## config.mk

```make
export PLATFORM = sky130hd
export DESIGN_NAME = lums_controller
export DESIGN_NICKNAME = d
export VERILOG_FILES = /design/src/hw/rtl/lums_pkg.sv /design/src/hw/rtl/lums_controller.sv
export VERILOG_INCLUDE_DIRS = /design/src /design/src/hw/rtl
export SDC_FILE = /design/constraint.sdc
export NUM_CORES = 1
export LEC_CHECK = 0
export BUFFER_PORTS_ARGS = -buffer_cell sky130_fd_sc_hd__buf_2
export CAP_MARGIN = 20
export CELL_PAD_IN_SITES_DETAIL_PLACEMENT = 1
export CELL_PAD_IN_SITES_GLOBAL_PLACEMENT = 1
export CORE_MARGIN = 3
export CORE_UTILIZATION = 28
export CTS_CLUSTER_DIAMETER = 150
export CTS_CLUSTER_SIZE = 16
export DETAILED_ROUTE_END_ITERATION = 12
export PLACE_DENSITY_LB_ADDON = 0.08
export SYNTH_ARGS = -nofsm -noshare
export SYNTH_HDL_FRONTEND = slang
export SYNTH_SLANG_ARGS = --single-unit
```

## constraint.sdc

```tcl
create_clock -name clk -period 1.9 [get_ports clk]
set_input_delay 0 -clock clk [delete_from_list [all_inputs] [get_ports clk]]
set_output_delay 0 -clock clk [all_outputs]
set_load 0.03 [all_outputs]
```

## src/hw/rtl/lut_unsharp_mask_filter_defines.svh

```systemverilog
// ----------------------------------------------------------------------------
// LUT unsharp mask filter assertion macros
// Concurrent assertion forms used by the filter's controller.
// ----------------------------------------------------------------------------
`ifndef LUT_UNSHARP_MASK_FILTER_DEFINES_SVH
`define LUT_UNSHARP_MASK_FILTER_DEFINES_SVH

// Same-cycle implication, disabled during reset.
`define LUMS_ASSERT_IMPLY(label, clk, rst, ante, cons, msg) \
  label: assert property (@(posedge clk) disable iff (rst) (ante) |-> (cons)) else $error(msg);

// Next-cycle implication, disabled during reset.
`define LUMS_ASSERT_NEXT(label, clk, rst, ante, cons, msg) \
  label: assert property (@(posedge clk) disable iff (rst) (ante) |=> (cons)) else $error(msg);

`endif

```

## src/hw/rtl/lums_pkg.sv

```systemverilog
// ----------------------------------------------------------------------------
// LUT unsharp mask filter package
// Shared widths, codes, state encoding and controller interface structs.
// ----------------------------------------------------------------------------
`default_nettype none

package lums_pkg;

  // Default build limits.
  localparam int MAX_WIDTH_DEF  = 1024;
  localparam int MAX_HEIGHT_DEF = 1024;
  localparam int MAX_RADIUS_DEF = 8;
  localparam int TABLE_ENTRIES  = 256;

  // Field widths.
  localparam int PIX_W      = 8;
  localparam int DIM_W      = 11;
  localparam int RAD_W      = 4;
  localparam int AMT_W      = 12;
  localparam int OP_W       = 2;
  localparam int CFG_IDX_W  = 3;
  localparam int CFG_DATA_W = 12;
  localparam int T_W        = 23;

  // Register reset values.
  localparam logic [DIM_W-1:0] WIDTH_RESET  = 11'd640;
  localparam logic [DIM_W-1:0] HEIGHT_RESET = 11'd480;
  localparam logic [RAD_W-1:0] RADIUS_RESET = 4'd1;
  localparam logic [AMT_W-1:0] AMOUNT_RESET = 12'd0;

  // Saturation limit of the 8.8 result.
  localparam logic signed [T_W-1:0] T_SAT = T_W'(255 * 256);
  localparam logic [PIX_W-1:0] PIX_MAX = 8'hFF;

  // Configuration register indexes.
  localparam logic [CFG_IDX_W-1:0] CFG_IMAGE_WIDTH    = 3'd0;
  localparam logic [CFG_IDX_W-1:0] CFG_IMAGE_HEIGHT   = 3'd1;
  localparam logic [CFG_IDX_W-1:0] CFG_BLUR_RADIUS    = 3'd2;
  localparam logic [CFG_IDX_W-1:0] CFG_SHARPEN_AMOUNT = 3'd3;

  typedef enum logic [OP_W-1:0] {
    OP_TABLE_WRITE = 2'd0,
    OP_PIXEL       = 2'd1,
    OP_FLUSH       = 2'd2,
    OP_NOP         = 2'd3
  } op_t;

  typedef enum logic [1:0] {
    DIV_SEL_POS,
    DIV_SEL_ROW,
    DIV_SEL_COL
  } div_sel_t;

  typedef enum logic [4:0] {
    ST_IDLE,
    ST_DECODE,
    ST_PIX_WRITE,
    ST_PIX_CHECK,
    ST_K_START,
    ST_K_WAIT,
    ST_SETUP_A,
    ST_SETUP_B,
    ST_SETUP_C,
    ST_ROW_BEGIN,
    ST_TAP,
    ST_DRAIN,
    ST_H_START,
    ST_H_WAIT,
    ST_ROW_END,
    ST_V_START,
    ST_V_WAIT,
    ST_CENTER,
    ST_MULT,
    ST_RESULT
  } state_t;

  // Controller to datapath commands.
  typedef struct packed {
    logic     load_item;
    logic     tone_wr;
    logic     pix_write;
    logic     clear_counts;
    logic     div_start;
    div_sel_t div_sel;
    logic     setup_bounds;
    logic     setup_offset;
    logic     setup_rows;
    logic     row_begin;
    logic     tap_read;
    logic     row_end;
    logic     center_read;
    logic     mult;
    logic     out_load;
  } cmd_t;

  // Datapath to controller status.
  typedef struct packed {
    op_t  op;
    logic in_full;
    logic out_all;
    logic emit_ok;
    logic div_busy;
    logic div_done;
    logic col_last;
    logic row_last;
    logic out_free;
  } status_t;

endpackage

`default_nettype wire

```

## src/hw/rtl/lums_controller.sv

```systemverilog
// ----------------------------------------------------------------------------
// LUT unsharp mask filter controller
// Sequences item decode, window walk, divisions and result delivery.
// ----------------------------------------------------------------------------
`default_nettype none

`include "lut_unsharp_mask_filter_defines.svh"

module lums_controller (
  input  logic              clk,
  input  logic              rst,
  input  logic              in_valid,
  output logic              in_stall,
  input  lums_pkg::status_t status,
  output lums_pkg::cmd_t    cmd
);

  import lums_pkg::*;

  state_t state;
  state_t state_next;

  always_ff @(posedge clk) begin
    if (rst) begin
      state <= ST_IDLE;
    end else begin
      state <= state_next;
    end
  end

  assign in_stall = (state != ST_IDLE);

  // Next state.
  always_comb begin
    state_next = state;
    unique case (state)
      ST_IDLE: begin
        if (in_valid) state_next = ST_DECODE;
      end
      ST_DECODE: begin
        unique case (status.op)
          OP_PIXEL: begin
            state_next = status.in_full ? ST_IDLE : ST_PIX_WRITE;
          end
          OP_FLUSH: begin
            if (status.in_full && !status.out_all) begin
              state_next = ST_K_START;
            end else begin
              state_next = ST_IDLE;
            end
          end
          default: state_next = ST_IDLE;
        endcase
      end
      ST_PIX_WRITE: state_next = ST_PIX_CHECK;
      ST_PIX_CHECK: state_next = status.emit_ok ? ST_K_START : ST_IDLE;
      ST_K_START:   state_next = ST_K_WAIT;
      ST_K_WAIT: begin
        if (status.div_done) state_next = ST_SETUP_A;
      end
      ST_SETUP_A:   state_next = ST_SETUP_B;
      ST_SETUP_B:   state_next = ST_SETUP_C;
      ST_SETUP_C:   state_next = ST_ROW_BEGIN;
      ST_ROW_BEGIN: state_next = ST_TAP;
      ST_TAP: begin
        if (status.col_last) state_next = ST_DRAIN;
      end
      ST_DRAIN:     state_next = ST_H_START;
      ST_H_START:   state_next = ST_H_WAIT;
      ST_H_WAIT: begin
        if (status.div_done) state_next = ST_ROW_END;
      end
      ST_ROW_END:   state_next = status.row_last ? ST_V_START : ST_ROW_BEGIN;
      ST_V_START:   state_next = ST_V_WAIT;
      ST_V_WAIT: begin
        if (status.div_done) state_next = ST_CENTER;
      end
      ST_CENTER:    state_next = ST_MULT;
      ST_MULT:      state_next = ST_RESULT;
      ST_RESULT: begin
        if (status.out_free) state_next = ST_IDLE;
      end
      default:      state_next = ST_IDLE;
    endcase
  end

  // Command outputs.
  always_comb begin
    cmd = '0;
    cmd.div_sel = DIV_SEL_POS;
    unique case (state)
      ST_IDLE: cmd.load_item = in_valid;
      ST_DECODE: begin
        cmd.tone_wr      = (status.op == OP_TABLE_WRITE);
        cmd.clear_counts = (status.op == OP_FLUSH) && status.in_full && status.out_all;
      end
      ST_PIX_WRITE: cmd.pix_write = 1'b1;
      ST_K_START: begin
        cmd.div_start = 1'b1;
        cmd.div_sel   = DIV_SEL_POS;
      end
      ST_SETUP_A:   cmd.setup_bounds = 1'b1;
      ST_SETUP_B:   cmd.setup_offset = 1'b1;
      ST_SETUP_C:   cmd.setup_rows   = 1'b1;
      ST_ROW_BEGIN: cmd.row_begin    = 1'b1;
      ST_TAP:       cmd.tap_read     = 1'b1;
      ST_H_START: begin
        cmd.div_start = 1'b1;
        cmd.div_sel   = DIV_SEL_ROW;
      end
      ST_H_WAIT:    cmd.div_sel = DIV_SEL_ROW;
      ST_ROW_END:   cmd.row_end = 1'b1;
      ST_V_START: begin
        cmd.div_start = 1'b1;
        cmd.div_sel   = DIV_SEL_COL;
      end
      ST_V_WAIT:    cmd.div_sel     = DIV_SEL_COL;
      ST_CENTER:    cmd.center_read = 1'b1;
      ST_MULT:      cmd.mult        = 1'b1;
      ST_RESULT:    cmd.out_load    = status.out_free;
      default: ;
    endcase
  end

  // An accepted item is always decoded in the following cycle.
  `LUMS_ASSERT_NEXT(a_accept_decode, clk, rst, in_valid && !in_stall, state == ST_DECODE, "accepted item not decoded")
  // A result is loaded only when the output register can take it.
  `LUMS_ASSERT_IMPLY(a_load_free, clk, rst, cmd.out_load, status.out_free, "result overwrote a pending beat")
  // The shared divider is never restarted while it is still working.
  `LUMS_ASSERT_IMPLY(a_div_idle, clk, rst, cmd.div_start, !status.div_busy, "divider restarted while busy")

endmodule

`default_nettype wire

```

==> results of run 1 <==
placed cells by master (no fill, tap or decap), types with 2 or more instances in the layout:
cell	instances
buf_4	5
o21ai_0	3
buf_2	28
nor3_1	6
nor2_1	15
a21oi_1	3
nand2b_1	4
or3b_1	3
nand2_1	6
or3_1	3
nand3_1	3
dfxtp_1	4
nor2b_1	2
o31ai_1	2
ha_1	3
and3_1	2
inv_1	4
clkbuf_4	3
path summary, 6_finish.rpt:
kind	endpoint	slack (ns)	depth (start not counted)
setup / recovery	state[1]	0.16	4
hold / removal	state[1]	0.11	3
setup reg to reg	state[1]	0.16	4
hold reg to reg	state[0]	0.62	2
metrics by stage:
| step | utilization, % | area (um2) | hold WS [ns] | instances | worst slack (ns) |
|---|---|---|---|---|---|
| CTS | 42.7 | 786 | 0.110 | 143 | 0.0644 |
| finish | 43.1 | 793 | 0.106 | 143 | 0.159 |
| floorplan | - | 578 | 0.0691 | 87 | 0.187 |
| global route | 43.1 | 793 | 0.133 | 143 | 0.0144 |
| global placement | 40.7 | 749 | 0.239 | 138 | 0.212 |
| detailed placement | 40.7 | 749 | 0.243 | 138 | 0.215 |
final cells by class:
class	count	share of cell area, %
multi-input cells	71	54.4
well taps	25	3.94
repair buffers	34	23.7
flip-flops and latches	5	12.8
inverters	4	1.89
clock buffers	4	3.31
timing repair:
| action | CTS | global route |
|---|---|---|
| gates resized for setup | 0 | 2 |
| hold endpoints to repair | 3 | 0 |
| hold buffers | 1 | 0 |
| endpoints found under the setup margin | 0 | 1 |
cell families (layout without fill, tap and decap cells):
kind of cell | Yosys count | after routing | synth area share (%)
adders and majority gates | 3 | 3 | 6.49
and+or+nand+nor | 50 | 50 | 45.2
DFF | 5 | 5 | 17.3
buffers and inverters | 11 | 42 | 9.09
xor gates and xnor gates | 1 | 1 | 1.52
AOI/OAI and AO/OA | 17 | 17 | 20.3
critical path, cell delays in order, from the launching register on:
cell	delay, ns
dfxtp_1	0.64
nand2b_1	0.24
o21ai_0	0.28
a22oi_1	0.14
o41ai_1	0.33
power groups by stage:
stage | sequential, mW | clock [mW] | combinational [mW]
after floorplan | 0.113 | 0 | 0.0678
after global placement | 0.124 | 0 | 0.0895
after detailed placement | 0.125 | 0 | 0.0915
after CTS | 0.123 | 0.128 | 0.0935
after global routing | 0.125 | 0.140 | 0.105
final | 0.123 | 0.124 | 0.0937
per-layer routing:
| layer | track usage (%) | share of wire [%] | vias up | wire length (um) |
|---|---|---|---|---|
| met5 | 0 | 0 | - | 0 |
| met4 | 1.31 | 0 | 0 | 0 |
| met3 | 4.37 | 4.5 | 0 | 84 |
| met2 | 28.4 | 48 | 22 | 909 |
| met1 | 20.1 | 47 | 351 | 892 |
| li1 | - | - | 375 | - |
==> results_dict.tcl, run 1 <==
set metrics [dict create \
    netlist_instances 87 \
    cp-startpoint "state[1]" \
    drtIter0Drc 3 \
    h-tree-depth 1 \
    slew_headroom_pct 65.1 \
    port_buffers 28 \
    clock_latency_ns 0.24 \
    combPwrFrac_pct 27.5 \
    synth_top_cells_by_count "nor2_1, nand2_1, nor3_1" \
    ys.flop_type "dfxtp_1" \
    ant_nets 0 \
    track_usage_pct 16.1 \
    max_freq_ghz 0.575 \
    grt_pass1_vias 750 \
    post-cts-setup-buffers 0 \
    synth-seq-area-share_pct 17.3 \
    tightest_slew_ns 0.522 \
    min_path_type "primary input to register" \
    finalHoldViolCount 0 \
    dieArea_mm2 0.00265 \
    endpoint_kind "register" \
    rows 15 \
    post-dp-hpwl_um 1480 \
    intPower_mw 0.228 \
    power.switching_mw 0.113 \
    die_width_um 51.4 \
    seqPwrFrac_pct 36.2 \
    setup_tns_ns 0 \
    diodes 0 \
    syn_to_final_growth_pct 37.2 \
    min_period_ns 1.74 \
    grt_max_degree 18 \
    synth_top_cell_by_area "dfxtp_1" \
    synth_nets 103 \
    io_pins 30 \
    pwr-share-clk_pct 36.3 \
    wl_um 1890 \
    yosysUniqueCellTypes 33 \
    coreArea_mm2 0.00184 \
    status "complete, no violations" \
    regArea_um2 101 \
    cts_tree "yes" \
    clk_pin_slew_ns 0.05 \
    cts_buffer_depth 2 \
    required_ns 2.03 \
    grt_overflow 0 \
    synth_edf_count 0 \
    num_vias 748 \
    cp-start-kind "register" \
    cp.arrival_ns 1.87 \
    async_flop_share_pct 0 \
    rsz0062_at_grt "false" \
    drc 0 \
    drive_above_1_share_pct 33.1 \
    die_y_um 51.4 \
    fin_skew_ns 0.00806 \
    p_sw_share_pct 33.1 \
    synth.ff_latch_count 5 \
    cap_violations 0 \
    gp_congestion 0.826 \
    dr.pass1.iters 4 \
    reg2reg_from "state[1]" \
    antenna_found_initial 0 \
    path_max_fanout 16 \
    cts.sinks 5 \
    multi_input_area_um2 432 \
    irDropWorstVdd_mv 0.498 \
    grt_pass1_wl_um 3320 \
    syn_avg_cell_area_um2 6.64 \
    avgRoutedWirePerCell_um 13.2 \
    power.density_mw_per_mm2 429 \
    hp-start "in_valid" \
    leakage_nw 0.370 \
    yosysMostFrequentCell "nor2_1" \
    fin_total_pwr_mw 0.341 \
    fillCellCount 274 \
    path_class "register to register" \
    setup_viol 0 \
    yosys.area.top_type_share_pct 17.3 \
    finalCritPeriodShare_pct 91.6 \
    cts_made_buffers 3 \
    initial_core_util_pct 31.4 \
    ys_warn_count 0 \
    top_register "state" \
    reg.largest.list "state: 5 flops" \
    synth_top_cells_by_area "dfxtp_1, nor2_1, ha_1, nor3_1, or3b_1" \
    vias_per_cell 5.23 \
    final_max_slew_viol_count 0 \
    clock-root-buffer "clkbuf_4" \
    finalNetCount 135 \
    netlist_area_um2 578 \
    largest_reg_flops 5 \
]
Note: power is estimated with default switching activity, not from simulation.
==> run 2: changes to the inputs <==
--- a/config.mk
+++ b/config.mk
@@ -14,3 +14,3 @@
 export CORE_UTILIZATION = 28
-export CTS_CLUSTER_DIAMETER = 150
+export CTS_CLUSTER_DIAMETER = 100
 export CTS_CLUSTER_SIZE = 16
==> constraint.sdc (replaced) <==
create_clock -name clk -period 1.9 [get_ports clk]
set_input_delay 0.095 -clock clk [delete_from_list [all_inputs] [get_ports clk]]
set_output_delay 0.095 -clock clk [all_outputs]
set_load 0.03 [all_outputs]
==> results_dict.tcl, run 2 (synthesized netlist as in run 1, its figures left out) <==
set metrics [dict create \
    initial_core_util_pct 31.4 \
    dr.pass1.iters 4 \
    path_class "register to primary output" \
    gp_congestion 0.828 \
    required_ns 1.80 \
    grt_pass1_wl_um 3240 \
    grt_pass1_vias 708 \
    largest_reg_flops 5 \
    top_register "state" \
    cts_buffer_depth 2 \
    leakage_nw 0.366 \
    finalNetCount 134 \
    h-tree-depth 1 \
    final_common_cell "buf_2" \
    clk_pin_slew_ns 0.05 \
    port_buffers 28 \
    min_path_type "primary input to register" \
    drc 0 \
    wl_um 1970 \
    irDropWorstVdd_mv 0.342 \
    drtIter0Drc 6 \
    drive_above_1_share_pct 35.0 \
    die_width_um 51.4 \
    slew_headroom_pct 75.3 \
    cap_violations 0 \
    grt_overflow 0 \
    status "complete, no violations" \
    endpoint_kind "primary output" \
    cts_tree "yes" \
    setup_tns_ns 0 \
    avgRoutedWirePerCell_um 13.9 \
    diodes 0 \
    cp-start-kind "register" \
    finalCritPeriodShare_pct 95.4 \
    vias_per_cell 5.25 \
    final_util_pct 42.9 \
    finalHoldViolCount 0 \
    post-cts-setup-buffers 0 \
    rsz0062_at_grt "false" \
    io_pins 30 \
    track_usage_pct 16.0 \
    syn_to_final_growth_pct 36.6 \
    tightest_slew_ns 0.370 \
    max_freq_ghz 0.552 \
    power.density_mw_per_mm2 439 \
    clock-root-buffer "clkbuf_4" \
    min_period_ns 1.81 \
    die_y_um 51.4 \
    path_max_fanout 9 \
    post-dp-hpwl_um 1490 \
    rows 15 \
    fin_skew_ns 0.0122 \
    cts.sinks 5 \
    ant_nets 0 \
    antenna_found_initial 0 \
    cts_made_buffers 3 \
    fillCellCount 275 \
    coreArea_mm2 0.00184 \
    cp.arrival_ns 1.72 \
    num_vias 746 \
    final_cell_mix "buf_2, nor2_1, nand2_1, nor3_1, buf_4" \
    reg.largest.list "state: 5 flops" \
    clock_latency_ns 0.25 \
    holdWs_ns 0.0648 \
    dieArea_mm2 0.00265 \
    grt_max_degree 18 \
    reg2reg_slack_ns 0.23 \
    final_max_slew_viol_count 0 \
    setup_viol 0 \
]
==> run 2: cell types whose count changed in the layout (fill, tap and decap cells not counted) <==
| cell | change |
|---|---|
| dfxtp_2 | +1 |
| buf_4 | +1 |
| nor2b_1 | -1 |
| buf_2 | -1 |
| dfxtp_1 | -1 |
| nor2b_2 | +1 |
| dlygate4sd3_1 | -1 |
==> run 2: cell type report <==
class / instances / area (um2) / share of cell area (%)
Clock buffer: 4 / 26.3 / 3.33
Timing Repair Buffer: 33 / 180 / 22.8
Inverter: 4 / 15.0 / 1.90
Tap cell: 25 / 31.3 / 3.96
Sequential cell: 5 / 103 / 13.0
Multi-Input combinational cell: 71 / 434 / 55.0
==> run 2: worst paths after layout <==
kind              endpoint  cells past startpoint      from
setup / recovery   cmd[12]                      4  state[2]
hold / removal    state[0]                      2       rst
setup reg to reg  state[0]                      4  state[3]
hold reg to reg   state[0]                      2  state[0]
==> run 2: timing repair <==
action / 4_1_cts / 5_1_grt
hold buffers: 0 / 0
setup endpoints to repair: 1 / 3
gates resized for setup: 1 / 4
==> run 2: power breakdown <==
group          internal, mW  switching, mW
Clock                0.0797         0.0495
Combinational        0.0379         0.0553
Sequential            0.110         0.0143
==> run 2: metrics by stage <==
stage	cells	setup WS (ns)	cell area (um2)	power, mW
final	142	0.0875	790	0.346
after global routing	142	0.0296	790	0.376
after CTS	142	0.0474	777	0.352
after detailed placement	138	0.130	749	0.217
after global placement	138	0.205	749	0.213
after floorplan	87	0.0922	578	0.181
==> run 2: routing by layer <==
| metal | GRT usage, % | part of all wire (%) |
|---|---|---|
| met1 | 20.3 | 46 |
| met2 | 27.8 | 49 |
| met3 | 3.50 | 4.1 |
| met4 | 2.62 | 0.66 |
| met5 | 0 | 0 |
==> run 2: worst max-delay path: stages, from the launching register on <==
cell and delay [ns]:
dfxtp_1 0.34, buf_4 0.18, or3_1 0.47, nor4_2 0.27, buf_4 0.21
==> run 3: changes to the inputs <==
CELL_PAD_IN_SITES_DETAIL_PLACEMENT = 0   (was 1)
CELL_PAD_IN_SITES_GLOBAL_PLACEMENT = 2   (was 1)
CORE_UTILIZATION = 21   (was 28)
GPL_TIMING_DRIVEN = 0   (was not set)
==> results_dict.tcl, run 3 (synthesized netlist as in run 1, its figures left out) <==
set metrics [dict create \
    fin_skew_ns 0.00465 \
    finalNetCount 136 \
    holdPathStages 2 \
    clock-root-buffer "clkbuf_4" \
    cts_made_buffers 3 \
    reg.largest.list "state: 5 flops" \
    dieArea_mm2 0.00342 \
    diodes 0 \
    endpoint_kind "primary output" \
    status "complete, no violations" \
    drtIter0Drc 19 \
    gp_congestion 0.726 \
    path_class "register to primary output" \
    post-dp-hpwl_um 1460 \
    leakage_nw 0.366 \
    avgRoutedWirePerCell_um 12.4 \
    wl_um 1850 \
    slew_headroom_pct 69.7 \
    cts_buffer_depth 2 \
    grt_max_degree 11 \
    power.density_mw_per_mm2 437 \
    io_pins 30 \
    die_y_um 58.5 \
    port_buffers 28 \
    cts.sinks 5 \
    cap_violations 0 \
    coreArea_mm2 0.00254 \
    min_path_type "primary input to register" \
    seqPwrFrac_pct 32.6 \
    setup_tns_ns 0 \
    initial_core_util_pct 22.7 \
    path_max_fanout 10 \
    largest_reg_flops 5 \
    final_cell_mix "buf_2, nor2_1, nand2_1, nor3_1, dfxtp_1" \
    cts_resized 0 \
    cts_hold_buf 0 \
    syn_to_final_growth_pct 35.5 \
    power.switching_mw 0.117 \
    clock_latency_ns 0.25 \
    required_ns 1.80 \
    vias_per_cell 4.94 \
    final_max_slew_viol_count 0 \
    pwr-share-clk_pct 37.3 \
    ff2ff_path_depth 5 \
    irDropWorstVdd_mv 0.187 \
    fin_ws_ns 0.191 \
    tightest_slew_ns 0.455 \
    setup_viol 0 \
    p_sw_share_pct 34.0 \
    grt_overflow 0 \
    dr.pass1.iters 5 \
    finalHoldViolCount 0 \
    cts_tree "yes" \
    pre_cts_ws_ns 0.316 \
    track_usage_pct 11.6 \
    min_period_ns 1.71 \
    ant_nets 0 \
    antenna_found_initial 0 \
    top_register "state" \
    grt_pass1_wl_um 3190 \
    clk_pin_slew_ns 0.05 \
    drc 0 \
    h-tree-depth 1 \
    num_vias 736 \
    max_freq_ghz 0.585 \
    drive_above_1_share_pct 31.1 \
    final_common_cell "buf_2" \
    fillCellCount 305 \
    cp-start-kind "register" \
    rows 18 \
    die_width_um 58.5 \
    rsz0062_at_grt "false" \
    finalCritPeriodShare_pct 89.9 \
    cp.arrival_ns 1.61 \
    grt_pass1_vias 712 \
    post-cts-setup-buffers 0 \
    combPwrFrac_pct 30.1 \
    intPower_mw 0.226 \
]
run 3: cell types whose count changed in the layout (fill, tap and decap cells not counted), moves of 2 or more:
cell and change:
dfxtp_2 -2, buf_2 +4, dfxtp_1 +2, buf_4 -6, clkbuf_1 +2
run 3: power by group through the flow:
stage,clock network [mW],registers [mW],logic (mW)
2_1_floorplan,0,0.113,0.0678
3_3_place_gp,0,0.114,0.103
3_5_place_dp,0,0.114,0.104
4_1_cts,0.128,0.112,0.104
5_1_grt,0.135,0.112,0.116
6_report,0.128,0.112,0.103
run 3: path summary, 6_finish.rpt:
path	endpoint	slack [ns]	startpoint
worst max-delay path	cmd[11]	0.19	state[3]
worst min-delay path	state[2]	0.09	rst
worst max register to register	state[1]	0.32	state[3]
worst min register to register	state[2]	0.73	state[2]
run 3: routing by layer:
metal | wire [um] | up-vias | track usage (%) | part of all wire [%]
met4 | 17 | 0 | 4.97 | 0.92
met3 | 90 | 2 | 0.658 | 4.9
li1 | - | 375 | - | -
met5 | 0 | - | 0 | 0
met1 | 890 | 335 | 15.9 | 48
met2 | 851 | 24 | 18.8 | 46
run 3: worst max-delay path, cell delays in order, from the launching register on:
cell      delay, ns
dfxtp_1        0.43
clkbuf_1       0.40
and3_1         0.22
nor2_1         0.04
nor2_1         0.08
buf_2          0.20
run 3: metrics by stage:
| stage | std cells | util (%) | total power [mW] | instance area [um2] | hold slack (ns) |
|---|---|---|---|---|---|
| floorplan | 87 | - | 0.181 | 578 | 0.164 |
| global placement | 145 | 29.7 | 0.217 | 756 | 0.346 |
| detailed placement | 145 | 29.7 | 0.218 | 756 | 0.348 |
| CTS | 149 | 30.7 | 0.344 | 782 | 0.0878 |
| global route | 149 | 30.8 | 0.364 | 783 | 0.115 |
| finish | 149 | 30.8 | 0.342 | 783 | 0.0903 |
run 3: layout make-up:
class | instances | area [um2] | share of cell area (%)
multi-input cells | 71 | 425 | 54.3
repair buffers | 28 | 140 | 17.9
flip-flops and latches | 5 | 100 | 12.8
plain buffers | 7 | 38.8 | 4.95
well taps | 30 | 37.5 | 4.79
clock buffers | 4 | 26.3 | 3.35
inverters | 4 | 15.0 | 1.92
